==> config.mk <==
export PLATFORM = sky130hd
export DESIGN_NAME = phase_current_moving_average
export DESIGN_NICKNAME = d
export VERILOG_FILES = /design/src/pcma_pkg.sv /design/src/pcma_lane.sv /design/src/pcma_merge.sv /design/src/phase_current_moving_average.sv
export SDC_FILE = /design/constraint.sdc
export NUM_CORES = 2
export LEC_CHECK = 0
export ABC_AREA = 0
export BUFFER_PORTS_ARGS = -buffer_cell sky130_fd_sc_hd__buf_2
export CAP_MARGIN = 20
export CORE_MARGIN = 2
export CORE_UTILIZATION = 30
export DETAILED_ROUTE_END_ITERATION = 6
export GPL_ROUTABILITY_DRIVEN = 0
export PLACE_DENSITY = 0.47
export SYNTH_ARGS = -nofsm -noshare
export SYNTH_HDL_FRONTEND = slang
export SYNTH_SLANG_ARGS = --single-unit
==> constraint.sdc <==
create_clock -name clk -period 6.1 [get_ports clk]
set_input_delay 0.305 -clock clk [delete_from_list [all_inputs] [get_ports clk]]
set_output_delay 0.305 -clock clk [all_outputs]
set_load 0.02 [all_outputs]
==> src/pcma_pkg.sv <==
`default_nettype none

package pcma_pkg;

  localparam int ADC_W      = 12;
  localparam int SMP_AC_W   = 13;   // offset-corrected phase A / C current
  localparam int SMP_B_W    = 14;   // derived phase B current
  localparam int AVG_AC_W   = 17;
  localparam int AVG_B_W    = 18;
  localparam int FRAC_W     = 4;
  localparam int RND_SH     = FRAC_W + 1;  // sum * 2^FRAC * 2 for the rounding term
  localparam int WINDOW_DEF = 15;

  localparam int IN_TDATA_W  = 24;
  localparam int OUT_TDATA_W = 56;

  localparam logic [ADC_W-1:0] ZERO_POINT_RST = 12'd2055;

  // per-beat strobes shared by the three lanes
  typedef struct packed {
    logic acc;   // input beat taken, window write and sum update
    logic ld2;   // sum -> rounding numerator
    logic ld3;   // numerator -> reciprocal product
  } pcma_ctl_t;

endpackage

`default_nettype wire

==> src/pcma_lane.sv <==
`default_nettype none

module pcma_lane #(
  parameter int WINDOW = pcma_pkg::WINDOW_DEF,
  parameter int SMP_W  = pcma_pkg::SMP_AC_W,
  parameter int AVG_W  = pcma_pkg::AVG_AC_W
) (
  input  logic                        clk,
  input  logic                        rst_n,
  input  pcma_pkg::pcma_ctl_t         ctl,
  input  logic [$clog2(WINDOW)-1:0]   pos,
  input  logic [$clog2(WINDOW)-1:0]   pos_inc,
  input  logic signed [SMP_W-1:0]     smp,
  output logic signed [AVG_W-1:0]     avg
);
  import pcma_pkg::*;

  localparam int POS_W  = $clog2(WINDOW);
  localparam int SUM_W  = SMP_W + $clog2(WINDOW);
  localparam int NUM_W  = SUM_W + RND_SH;
  localparam int DIV    = 2 * WINDOW;
  localparam int LOG_D  = $clog2(DIV);
  localparam int SHIFT  = NUM_W + LOG_D;
  // ceil(2^SHIFT / DIV): floor(num * MULT >> SHIFT) == num / DIV for num < 2^NUM_W
  localparam longint unsigned MULT = ((64'd1 << SHIFT) + DIV - 1) / DIV;
  localparam int MULT_W = $clog2(MULT + 1);
  localparam int PROD_W = NUM_W + MULT_W;
  localparam logic [MULT_W-1:0] MULT_C = MULT[MULT_W-1:0];

  // window storage; entries not yet written read as zero via vld_r
  logic [SMP_W-1:0]        mem [WINDOW];
  logic [SMP_W-1:0]        rd_r;
  logic [POS_W-1:0]        rd_addr;
  logic [WINDOW-1:0]       vld_r;
  logic signed [SMP_W-1:0] old;

  logic signed [SUM_W-1:0] sum_r, sum_nxt;
  logic [SUM_W-1:0]        mag;
  logic [NUM_W-1:0]        num_r, num_nxt;
  logic                    neg2_r, neg3_r;
  logic [PROD_W-1:0]       prod_r, prod_nxt;
  logic [PROD_W-1:0]       quo;
  logic [AVG_W-1:0]        q_mag;

  // read one beat ahead: the slot the next beat will replace
  assign rd_addr = ctl.acc ? pos_inc : pos;
  assign old     = vld_r[pos] ? signed'(rd_r) : '0;
  assign sum_nxt = sum_r + SUM_W'(smp) - SUM_W'(old);

  assign mag      = sum_r[SUM_W-1] ? SUM_W'(-sum_r) : SUM_W'(sum_r);
  assign num_nxt  = NUM_W'({mag[SUM_W-2:0], {RND_SH{1'b0}}}) + NUM_W'(WINDOW);
  assign prod_nxt = num_r * MULT_C;

  assign quo   = prod_r >> SHIFT;
  assign q_mag = quo[AVG_W-1:0];
  assign avg   = neg3_r ? -signed'(q_mag) : signed'(q_mag);

  always_ff @(posedge clk) begin
    if (ctl.acc) begin
      mem[pos] <= smp;
    end
    rd_r <= mem[rd_addr];
  end

  always_ff @(posedge clk) begin
    if (!rst_n) begin
      vld_r <= '0;
      sum_r <= '0;
    end else if (ctl.acc) begin
      vld_r[pos] <= 1'b1;
      sum_r      <= sum_nxt;
    end
  end

  always_ff @(posedge clk) begin
    if (ctl.ld2) begin
      num_r  <= num_nxt;
      neg2_r <= sum_r[SUM_W-1];
    end
    if (ctl.ld3) begin
      prod_r <= prod_nxt;
      neg3_r <= neg2_r;
    end
  end

endmodule

`default_nettype wire

==> src/pcma_merge.sv <==
`default_nettype none

module pcma_merge (
  input  logic                                   clk,
  input  logic                                   rst_n,
  input  logic                                   in_vld,
  output logic                                   rdy,
  input  logic signed [pcma_pkg::AVG_AC_W-1:0]   avg_a,
  input  logic signed [pcma_pkg::AVG_B_W-1:0]    avg_b,
  input  logic signed [pcma_pkg::AVG_AC_W-1:0]   avg_c,
  output logic                                   out_tvalid,
  input  logic                                   out_tready,
  output logic [pcma_pkg::OUT_TDATA_W-1:0]       out_tdata
);
  import pcma_pkg::*;

  localparam int PAD_W = OUT_TDATA_W - 2 * AVG_AC_W - AVG_B_W;

  logic                   vld_r;
  logic [OUT_TDATA_W-1:0] data_r;
  logic                   ld;

  assign rdy = !vld_r || out_tready;
  assign ld  = in_vld && rdy;

  always_ff @(posedge clk) begin
    if (!rst_n) begin
      vld_r <= 1'b0;
    end else if (ld) begin
      vld_r <= 1'b1;
    end else if (out_tready) begin
      vld_r <= 1'b0;
    end
  end

  always_ff @(posedge clk) begin
    if (ld) begin
      data_r <= {{PAD_W{1'b0}}, avg_c, avg_b, avg_a};
    end
  end

  assign out_tvalid = vld_r;
  assign out_tdata  = data_r;

endmodule

`default_nettype wire

==> src/phase_current_moving_average.sv <==
`default_nettype none

// Three-phase current moving average. Each input beat carries the phase A
// and phase C converter codes; the configured zero point is removed, phase B
// is formed as -(A + C), and each current goes into its own window of WINDOW
// entries with a running sum. Each output beat gives the three window means
// in signed fixed point with 4 fraction bits, rounded to nearest, ties away
// from zero. One beat is taken per clock while in_tready is high. The sum
// updates on the edge that takes the input beat; the rounding term, the
// reciprocal multiply and the output register follow in that order. A stall
// on out_tready holds the pipeline and drops in_tready only once all stages
// are full. Windows start as all zeros after reset through per-entry
// valid bits, so there is no clearing pass and the first averages include
// zeros. The user must write zero_point through cfg_wr_en / cfg_wr_data
// only while no beat is in flight; the block itself does not enforce this.
module phase_current_moving_average #(
  parameter int WINDOW = pcma_pkg::WINDOW_DEF
) (
  input  logic                               clk,
  input  logic                               rst_n,
  input  logic                               cfg_wr_en,
  input  logic [pcma_pkg::ADC_W-1:0]         cfg_wr_data,   // zero_point
  input  logic                               in_tvalid,
  output logic                               in_tready,
  // [11:0] phase_a_sample, [23:12] phase_c_sample
  input  logic [pcma_pkg::IN_TDATA_W-1:0]    in_tdata,
  output logic                               out_tvalid,
  input  logic                               out_tready,
  // [16:0] avg_a, [34:17] avg_b, [51:35] avg_c, [55:52] zero
  output logic [pcma_pkg::OUT_TDATA_W-1:0]   out_tdata
);
  import pcma_pkg::*;

  localparam int POS_W = $clog2(WINDOW);

  logic [ADC_W-1:0]           zp_r;
  logic [ADC_W-1:0]           phase_a_sample, phase_c_sample;
  logic signed [SMP_AC_W-1:0] cur_a, cur_c;
  logic signed [SMP_B_W-1:0]  cur_b;

  logic [POS_W-1:0] pos_r, pos_inc;
  logic             v1_r, v2_r, v3_r;
  logic             rdy1, rdy2, rdy3, rdy4;
  pcma_ctl_t        ctl;

  logic signed [AVG_AC_W-1:0] avg_a, avg_c;
  logic signed [AVG_B_W-1:0]  avg_b;

  assign phase_a_sample = in_tdata[ADC_W-1:0];
  assign phase_c_sample = in_tdata[2*ADC_W-1:ADC_W];

  assign cur_a = signed'({1'b0, phase_a_sample}) - signed'({1'b0, zp_r});
  assign cur_c = signed'({1'b0, phase_c_sample}) - signed'({1'b0, zp_r});
  assign cur_b = -(SMP_B_W'(cur_a) + SMP_B_W'(cur_c));

  assign pos_inc = (pos_r == POS_W'(WINDOW - 1)) ? '0 : pos_r + 1'b1;

  // a stage loads when it is empty or its content moves on this cycle
  assign rdy3 = !v3_r || rdy4;
  assign rdy2 = !v2_r || rdy3;
  assign rdy1 = !v1_r || rdy2;
  assign in_tready = rdy1;

  assign ctl.acc = in_tvalid && in_tready;
  assign ctl.ld2 = v1_r && rdy2;
  assign ctl.ld3 = v2_r && rdy3;

  always_ff @(posedge clk) begin
    if (!rst_n) begin
      zp_r  <= ZERO_POINT_RST;
      pos_r <= '0;
      v1_r  <= 1'b0;
      v2_r  <= 1'b0;
      v3_r  <= 1'b0;
    end else begin
      if (cfg_wr_en) begin
        zp_r <= cfg_wr_data;
      end
      if (ctl.acc) begin
        pos_r <= pos_inc;
      end
      if (ctl.acc) begin
        v1_r <= 1'b1;
      end else if (ctl.ld2) begin
        v1_r <= 1'b0;
      end
      if (ctl.ld2) begin
        v2_r <= 1'b1;
      end else if (ctl.ld3) begin
        v2_r <= 1'b0;
      end
      if (ctl.ld3) begin
        v3_r <= 1'b1;
      end else if (v3_r && rdy4) begin
        v3_r <= 1'b0;
      end
    end
  end

  pcma_lane #(.WINDOW(WINDOW), .SMP_W(SMP_AC_W), .AVG_W(AVG_AC_W)) u_lane_a (
    .clk(clk), .rst_n(rst_n), .ctl(ctl), .pos(pos_r), .pos_inc(pos_inc),
    .smp(cur_a), .avg(avg_a)
  );

  pcma_lane #(.WINDOW(WINDOW), .SMP_W(SMP_B_W), .AVG_W(AVG_B_W)) u_lane_b (
    .clk(clk), .rst_n(rst_n), .ctl(ctl), .pos(pos_r), .pos_inc(pos_inc),
    .smp(cur_b), .avg(avg_b)
  );

  pcma_lane #(.WINDOW(WINDOW), .SMP_W(SMP_AC_W), .AVG_W(AVG_AC_W)) u_lane_c (
    .clk(clk), .rst_n(rst_n), .ctl(ctl), .pos(pos_r), .pos_inc(pos_inc),
    .smp(cur_c), .avg(avg_c)
  );

  pcma_merge u_merge (
    .clk(clk), .rst_n(rst_n), .in_vld(v3_r), .rdy(rdy4),
    .avg_a(avg_a), .avg_b(avg_b), .avg_c(avg_c),
    .out_tvalid(out_tvalid), .out_tready(out_tready), .out_tdata(out_tdata)
  );

  a_pos_range: assert property (@(posedge clk) disable iff (!rst_n)
    pos_r <= POS_W'(WINDOW - 1))
    else $error("window position out of range");

  a_no_overwrite: assert property (@(posedge clk) disable iff (!rst_n)
    (!(ctl.acc && v1_r) || ctl.ld2) && (!(ctl.ld2 && v2_r) || ctl.ld3) &&
    (!(ctl.ld3 && v3_r) || rdy4))
    else $error("pipeline stage overwritten before it moved on");

  a_stall_only_full: assert property (@(posedge clk) disable iff (!rst_n)
    !in_tready |-> v1_r && v2_r && v3_r && out_tvalid)
    else $error("input stalled with room in the pipeline");

  a_beat_reaches_out: assert property (@(posedge clk) disable iff (!rst_n)
    ctl.acc && !v1_r && !v2_r && !v3_r && !out_tvalid |-> ##3 v3_r)
    else $error("beat lost between accept and output stage");

endmodule

`default_nettype wire

# Word-level counts from Yosys, hierarchy flattened
# Memory sizes are Yosys's and may differ from the RTL's. A register that Yosys moved wholly into a read port is not among the register bits.
# Cells that the tools add are included.
# word_totals
reg_bits	376
ramBits	600
output_inout_bits	58
word_cells	103
memories	3
# op_classes
add_sub_neg	20
n_mul	3
order_cmp	2
n_eq_ne	1
muxes	29
bitwise_logic	3
reduce_logical	17
# memory_table
memory	depth	word_bits	read_ports	rd_clocked_by_memory_dff	write_ports	line	source
u_lane_b.mem	15	14	1	1	1	pcma_lane.sv:31	logic [SMP_W-1:0] mem [WINDOW];
u_lane_a.mem	15	13	1	1	1	pcma_lane.sv:31	
u_lane_c.mem	15	13	1	1	1	pcma_lane.sv:31	
# op_table
op	n
$mul A22 B23 Y44 const B	2
$mux W17	3
$neg A17 Y17	3
$mul A23 B24 Y46 const B	1
$or A15 B15 Y15	3
$add A21 B4 Y22 const B	2
$add A17 B13 Y17	2
$sub A17 B13 Y17	2
$mux W16	2
$neg A16 Y16	2
$mux W13	2
$sub A12 B12 Y13	2
$add A22 B4 Y23 const B	1
$add A18 B14 Y18	1
$mux W18	1
$neg A18 Y18	1
$sub A18 B14 Y18	1
$add A13 B13 Y14	1
$mux W1	14
$mux W14	1
$neg A14 Y14	1
$bmux W1 S4	3
$mux W4	2
$reduce_bool A2 Y1	4
other kinds (8)	18

# Longest topological paths before layout
# logic_depth
word_depth	8
depth_mapped	33
depth_no_buf	33

# Hierarchy
# From an unflattened synthesis, not the netlist that was laid out.
# unflattened
hier_cells	4343
hier_area_um2	54126.9
# modules_own_cells
mod	instances	cells_each	area_per_inst_um2	seq_area_each_um2
pcma_lane at u_lane_b	1	1409	17499.3	8358.0
pcma_lane at u_lane_a	1	1255	16059.2	7807.5
pcma_lane at u_lane_c	1	1251	16005.4	7807.5
phase_current_moving_average	1	366	2910.3	380.4
pcma_merge	1	62	1652.8	1581.5

# Worst setup path after synthesis
# OpenSTA, ideal clock, no wires.
# synth_timing
kind	input to register
startpoint	input in_tdata[12] (netlist name)
endpoint	register u_lane_b.sum_r[17]
t_arrival_ps	6313
t_required_ps	6030
path_slack_ps	-284
path_stages	30
path_buffers	0
cell_sequence	inv_1 -> ha_1 -> inv_2 -> fa_1 -> a21o_1 -> a21oi_1 -> o21ai_1 -> a21oi_1 -> o21bai_1 -> a21oi_1 -> o21bai_1 -> a21oi_1 -> nor2b_1 -> o21ai_1 -> nor2b_1 -> ha_1 -> ha_1 -> nor2_1 -> a211o_1 -> xnor2_1 -> fa_1 -> inv_1 -> ha_1 -> and3_1 -> a31oi_1 -> o21ai_0 -> a21o_1 -> xnor2_1 -> or3_1 -> a21oi_1
# synth_via
elab_chain_cells	5
# synth_lines
item	line	source
start, declared	phase_current_moving_average.sv:26	input logic [pcma_pkg::IN_TDATA_W-1:0] in_tdata,
$sub A12 B12 Y13	phase_current_moving_average.sv:53	assign cur_c = signed'({1'b0, phase_c_sample}) - signed'({1'b0, zp_r});
net cur_c[12]	phase_current_moving_average.sv:38	logic signed [SMP_AC_W-1:0] cur_a, cur_c;
$add A13 B13 Y14	phase_current_moving_average.sv:54	assign cur_b = -(SMP_B_W'(cur_a) + SMP_B_W'(cur_c));
$neg A14 Y14	phase_current_moving_average.sv:54	
$add A18 B14 Y18	pcma_lane.sv:48	assign sum_nxt = sum_r + SUM_W'(smp) - SUM_W'(old);
$sub A18 B14 Y18	pcma_lane.sv:48	
end signal, assigned	pcma_lane.sv:71	sum_r <= sum_nxt;
end, declared	pcma_lane.sv:37	logic signed [SUM_W-1:0] sum_r, sum_nxt;
# The timed path passes the listed nets, and every way through them passes these cells.
# A chain may end at the register's enable or synchronous reset.

# Worst setup path in the final report
# layout_timing
startpoint	register zp_r[0]
endpoint	register u_lane_b.sum_r[17]
# layout_via
elab_chain_cells	5
# layout_lines
item	line	source
start, declared	phase_current_moving_average.sv:36	logic [ADC_W-1:0] zp_r;
start signal, assigned	phase_current_moving_average.sv:77	zp_r <= cfg_wr_data;
$sub A12 B12 Y13	phase_current_moving_average.sv:52	assign cur_a = signed'({1'b0, phase_a_sample}) - signed'({1'b0, zp_r});
net cur_a[4]	phase_current_moving_average.sv:38	
$add A13 B13 Y14	phase_current_moving_average.sv:54	
$neg A14 Y14	phase_current_moving_average.sv:54	
$add A18 B14 Y18	pcma_lane.sv:48	
$sub A18 B14 Y18	pcma_lane.sv:48	
# The timed path passes the listed nets, and every way through them passes these cells.

==> run summary <==
Internal power comes to 22.3 mW. The final routed wirelength across all metal layers is 142,000 um, and the horizontal die dimension is 426 um. The floorplan has 154 rows.

The cell sitting at the root of the clock tree is a sky130_fd_sc_hd__clkbuf_16. Summed over all instances, the cell type with the most area after synthesis is sky130_fd_sc_hd__edfxtp_1. The area added between synthesis and finish was 16.1%; the number of buffer and inverter stages on the critical path was 5. The largest individual stage delay along the critical path comes from the cell sky130_fd_sc_hd__fa_1. The portion of synthesized cell area occupied by the leading cell type was 0.428; the die extent in y was 426 um. Buffers placed on the I/O ports in this run total 94.

Static timing analysis puts the maximum clock frequency at 0.172 GHz. The number of slew-limit violations in the final report is 0, and the number of global-route vias before repair is 35,600. The kind of end point of the critical path is a flip-flop. The first global-routing pass estimated 218,000 um of wire.

The number of DRC markers in iteration 0 is 2,356. The number of I/O pins came out at 99. The worst setup path category was flip-flop to flip-flop. For the number of buffers created by CTS, the log shows 104. For the overall power after layout, the log shows 37.8 mW.

The later pin in the worst-skew pair is clocked with a latency of 0.74 ns. Share of flip-flops with an asynchronous set or reset: 0. The tools report the origin of the worst min-delay path as cfg_wr_en. The number of nets in the finished design was 5,595; the cell area after synthesis was 0.0533 mm^2. Power spread over the standard cell area amounts to 611 mW/mm^2. The run gives 17,300 as the layout filler cell count. For the register area, the log shows 0.0259 mm^2.

By area the synthesized netlist is led by sky130_fd_sc_hd__edfxtp_1 43%, sky130_fd_sc_hd__ha_1 13%, sky130_fd_sc_hd__fa_1 7.2%. The run gives 15.5 mW as the net switching power. The proportion of layout cells with a drive suffix above 1 is 0.124. Clock transition at the register clock pins on the worst setup and hold paths after CTS: 0.06 ns. Clock skew on the completed layout was measured at 0.0692 ns. Final-layout worst hold slack: 0.0528 ns.

For the utilization after layout, the log shows 0.351. Summed over all nets, the half-perimeter wirelength after detailed placement is 95,200 um. Kind of cell adding the most delay to the critical path: adder cells. The critical path starts at zp_r[0]. The average instance area after synthesis is 11.6 um^2, and the core area is 0.176 mm^2. STA puts the critical path data required time at 6.77 ns. The flow ran to the end, and the final reports show no timing, DRC or antenna violations.

Synthesis handed over a netlist of 4,595 instances. The switching fraction of total power was 0.411. The effective utilization at floorplan was 0.302; the number of H-tree levels was 3. Counting I/O delays and the setup requirement, the final critical path takes 5.80 ns.

sky130_fd_sc_hd__edfxtp_1 is the most common cell in the netlist. The part of the cycle the worst path needs works out to 0.951. After detailed placement, the design holds a cell count of 7,020.

Yosys printed 0 warnings. The sequential power share came out at 0.238. The min-delay analysis places its worst path in the category primary input to flip-flop. For the worst setup path, the data arrival time is 6.47 ns. The number of vias per cell after detailed routing is 4.87, and the maximum buffer depth of the clock tree is 3. The number of different library cells used by synthesis comes to 76. For the final-report hold violation count, the log shows 0. In this design, the stage delay of the slowest critical-path cell is 0.53 ns. The combinational power share came out at 0.588. Across the run, the number of max-cap violations was 0. The worst register-to-register path begins at zp_r[0]. The non-filler instance count after layout came out at 7,251. The maximum number of pins on one net before global-route repair came out at 201. TritonCTS built the clock tree. The run gives 0.487 as the share of the yosys chip area belonging to registers. The tools report the startpoint kind of the worst setup timing path as a flip-flop. In this run the remaining antenna-violating nets after routing total 0. At the pin with the least slew margin, the transition time is 1.13 ns. The clock group share of total power is 0.173, and the initial antenna violation count is 5.

The run gives 0.157 as the global-route total usage across every layer. The tools report the total clock sinks as 916. The count of TritonRoute iterations in the first routing pass is 5, and the overall via count from detail_route is 35,300.

In the routed design, unresolved DRC markers number 0. Setup repair after global routing could not meet its margin everywhere. IR analysis of the VDD net gives a maximum drop of 0.444 mV.

In this run the worst path has a maximum fanout of 3. For this run, the leading register cell type out of synthesis is sky130_fd_sc_hd__edfxtp_1. The run gives 24.6 nW as the leakage dissipation. The headroom to the max-slew limit is 0.245, and the multi-input gate area in the final layout is 0.0256 mm^2. In the synthesized netlist, the cells that appear most often are 759 x sky130_fd_sc_hd__edfxtp_1, 544 x sky130_fd_sc_hd__ha_1, 541 x sky130_fd_sc_hd__nand2_1. Setup violations remaining at the end of the flow were counted as 0. The synthesized design contains 916 register bits. The number of enable flip-flop cells after synthesis is 759, and the area of the die is 0.181 mm^2.

In the final routed layout, each cell accounts on average for 19.6 um. Global-route congestion overflow total: 0.
state kept, by name, indices dropped and copies added, names as in the netlist, 4 cells and up:
name	count
u_lane_c.rd_r	13
u_merge.out_tdata	52
u_lane_b.num_r	17
u_lane_c.num_r	16
u_lane_c.vld_r	15
u_lane_a.rd_r	13
u_lane_c.sum_r	17
u_lane_a.mem	195
u_lane_b.vld_r	15
u_lane_c.prod_r	17
u_lane_c.mem	195
pos_r	4
u_lane_b.sum_r	18
u_lane_a.prod_r	17
u_lane_a.sum_r	17
u_lane_b.rd_r	14
u_lane_a.vld_r	15
u_lane_b.prod_r	18
u_lane_b.mem	210
zp_r	12
u_lane_a.num_r	16
tightest hold or removal path, cell delays in order:
cell                       delay, ns
sky130_fd_sc_hd__buf_2          0.23
sky130_fd_sc_hd__nand2_1        0.12
sky130_fd_sc_hd__o211ai_1       0.09
cell families (layout without fill, tap and decap cells):
kind of cell,Yosys count,in the layout,synth area share
XOR/XNOR,212,212,0.0348
flip-flops,916,916,0.487
AND/OR/NAND/NOR,1091,1091,0.0878
multiplexers,108,108,0.0326
AO/OA/AOI/OAI,921,921,0.114
buffers and inverters,609,919,0.0443
other,1,7,0.0000703
adder cells (fa/ha/maj),737,737,0.200
power groups by stage:
stage	clock (mW)	sequential, mW	combinational (mW)
floorplan	0	8.93	16.2
global placement	0	9.14	22.1
detailed placement	0	9.15	22.0
CTS	6.70	9.02	22.3
global route	6.95	9.08	25.8
finish	6.56	9.00	22.2
layout by cell type (no fill, tap or decap), types with 35 or more instances in the layout:
cell,count
sky130_fd_sc_hd__a211oi_1,51
sky130_fd_sc_hd__a21o_1,54
sky130_fd_sc_hd__a21oi_1,231
sky130_fd_sc_hd__a221oi_1,101
sky130_fd_sc_hd__buf_2,94
sky130_fd_sc_hd__buf_4,190
sky130_fd_sc_hd__clkbuf_16,107
sky130_fd_sc_hd__dfxtp_1,154
sky130_fd_sc_hd__edfxtp_1,759
sky130_fd_sc_hd__fa_1,190
sky130_fd_sc_hd__ha_1,535
sky130_fd_sc_hd__inv_1,406
sky130_fd_sc_hd__mux2i_1,50
sky130_fd_sc_hd__mux4_2,52
sky130_fd_sc_hd__nand2_1,541
sky130_fd_sc_hd__nand3_1,79
sky130_fd_sc_hd__nor2_1,260
sky130_fd_sc_hd__nor3_1,39
sky130_fd_sc_hd__o211ai_1,43
sky130_fd_sc_hd__o21ai_0,125
sky130_fd_sc_hd__o21ai_1,70
sky130_fd_sc_hd__o31ai_1,35
sky130_fd_sc_hd__xnor2_1,153
sky130_fd_sc_hd__xor2_1,46
metrics by stage:
step                setup slack (ns)  cell area (um^2)  setup TNS [ns]
floorplan                    0.00845             53400               0
CTS                           0.0179             61500               0
finish                         0.300             61900               0
global placement              -0.126             57700          -0.228
detailed placement            -0.129             57700          -0.235
global route                 -0.0760             61900         -0.0827
area by class of cell:
class,count,share of cell area
diodes,3,0.000121
clock buffers,136,0.0463
clock inverters,61,0.0120
inverters,409,0.0249
multi-input cells,3073,0.413
flip-flops and latches,916,0.419
well taps,2340,0.0473
repair buffers,313,0.0368
per-layer routing:
layer	vias up	global-route usage	part of all wire
met2	668	0.269	0.48
met5	-	0	0
met3	171	0.0194	0.038
met1	17400	0.212	0.46
li1	17000	-	-
met4	0	0.0343	0.019
path summary, 6_finish.rpt:
| path | endpoint | slack (ns) | cells after the start |
|---|---|---|---|
| worst max-delay path | u_lane_b.sum_r[17] | 0.30 | 33 |
| worst min-delay path | zp_r[1] | 0.05 | 3 |
| worst max register to register | u_lane_b.sum_r[17] | 0.30 | 33 |
| worst min register to register | u_lane_c.vld_r[10] | 0.47 | 2 |
timing repair:
item / 4_1_cts / 5_1_grt
hold buffers: 19 / 0
endpoints found under the hold margin: 14 / 0
resized for setup: 3 / 52
buffers inserted: 0 / 12
setup endpoints to repair: 2 / 8
pin swaps: 1 / 34
No activity file was read; power rests on OpenSTA's default activity.
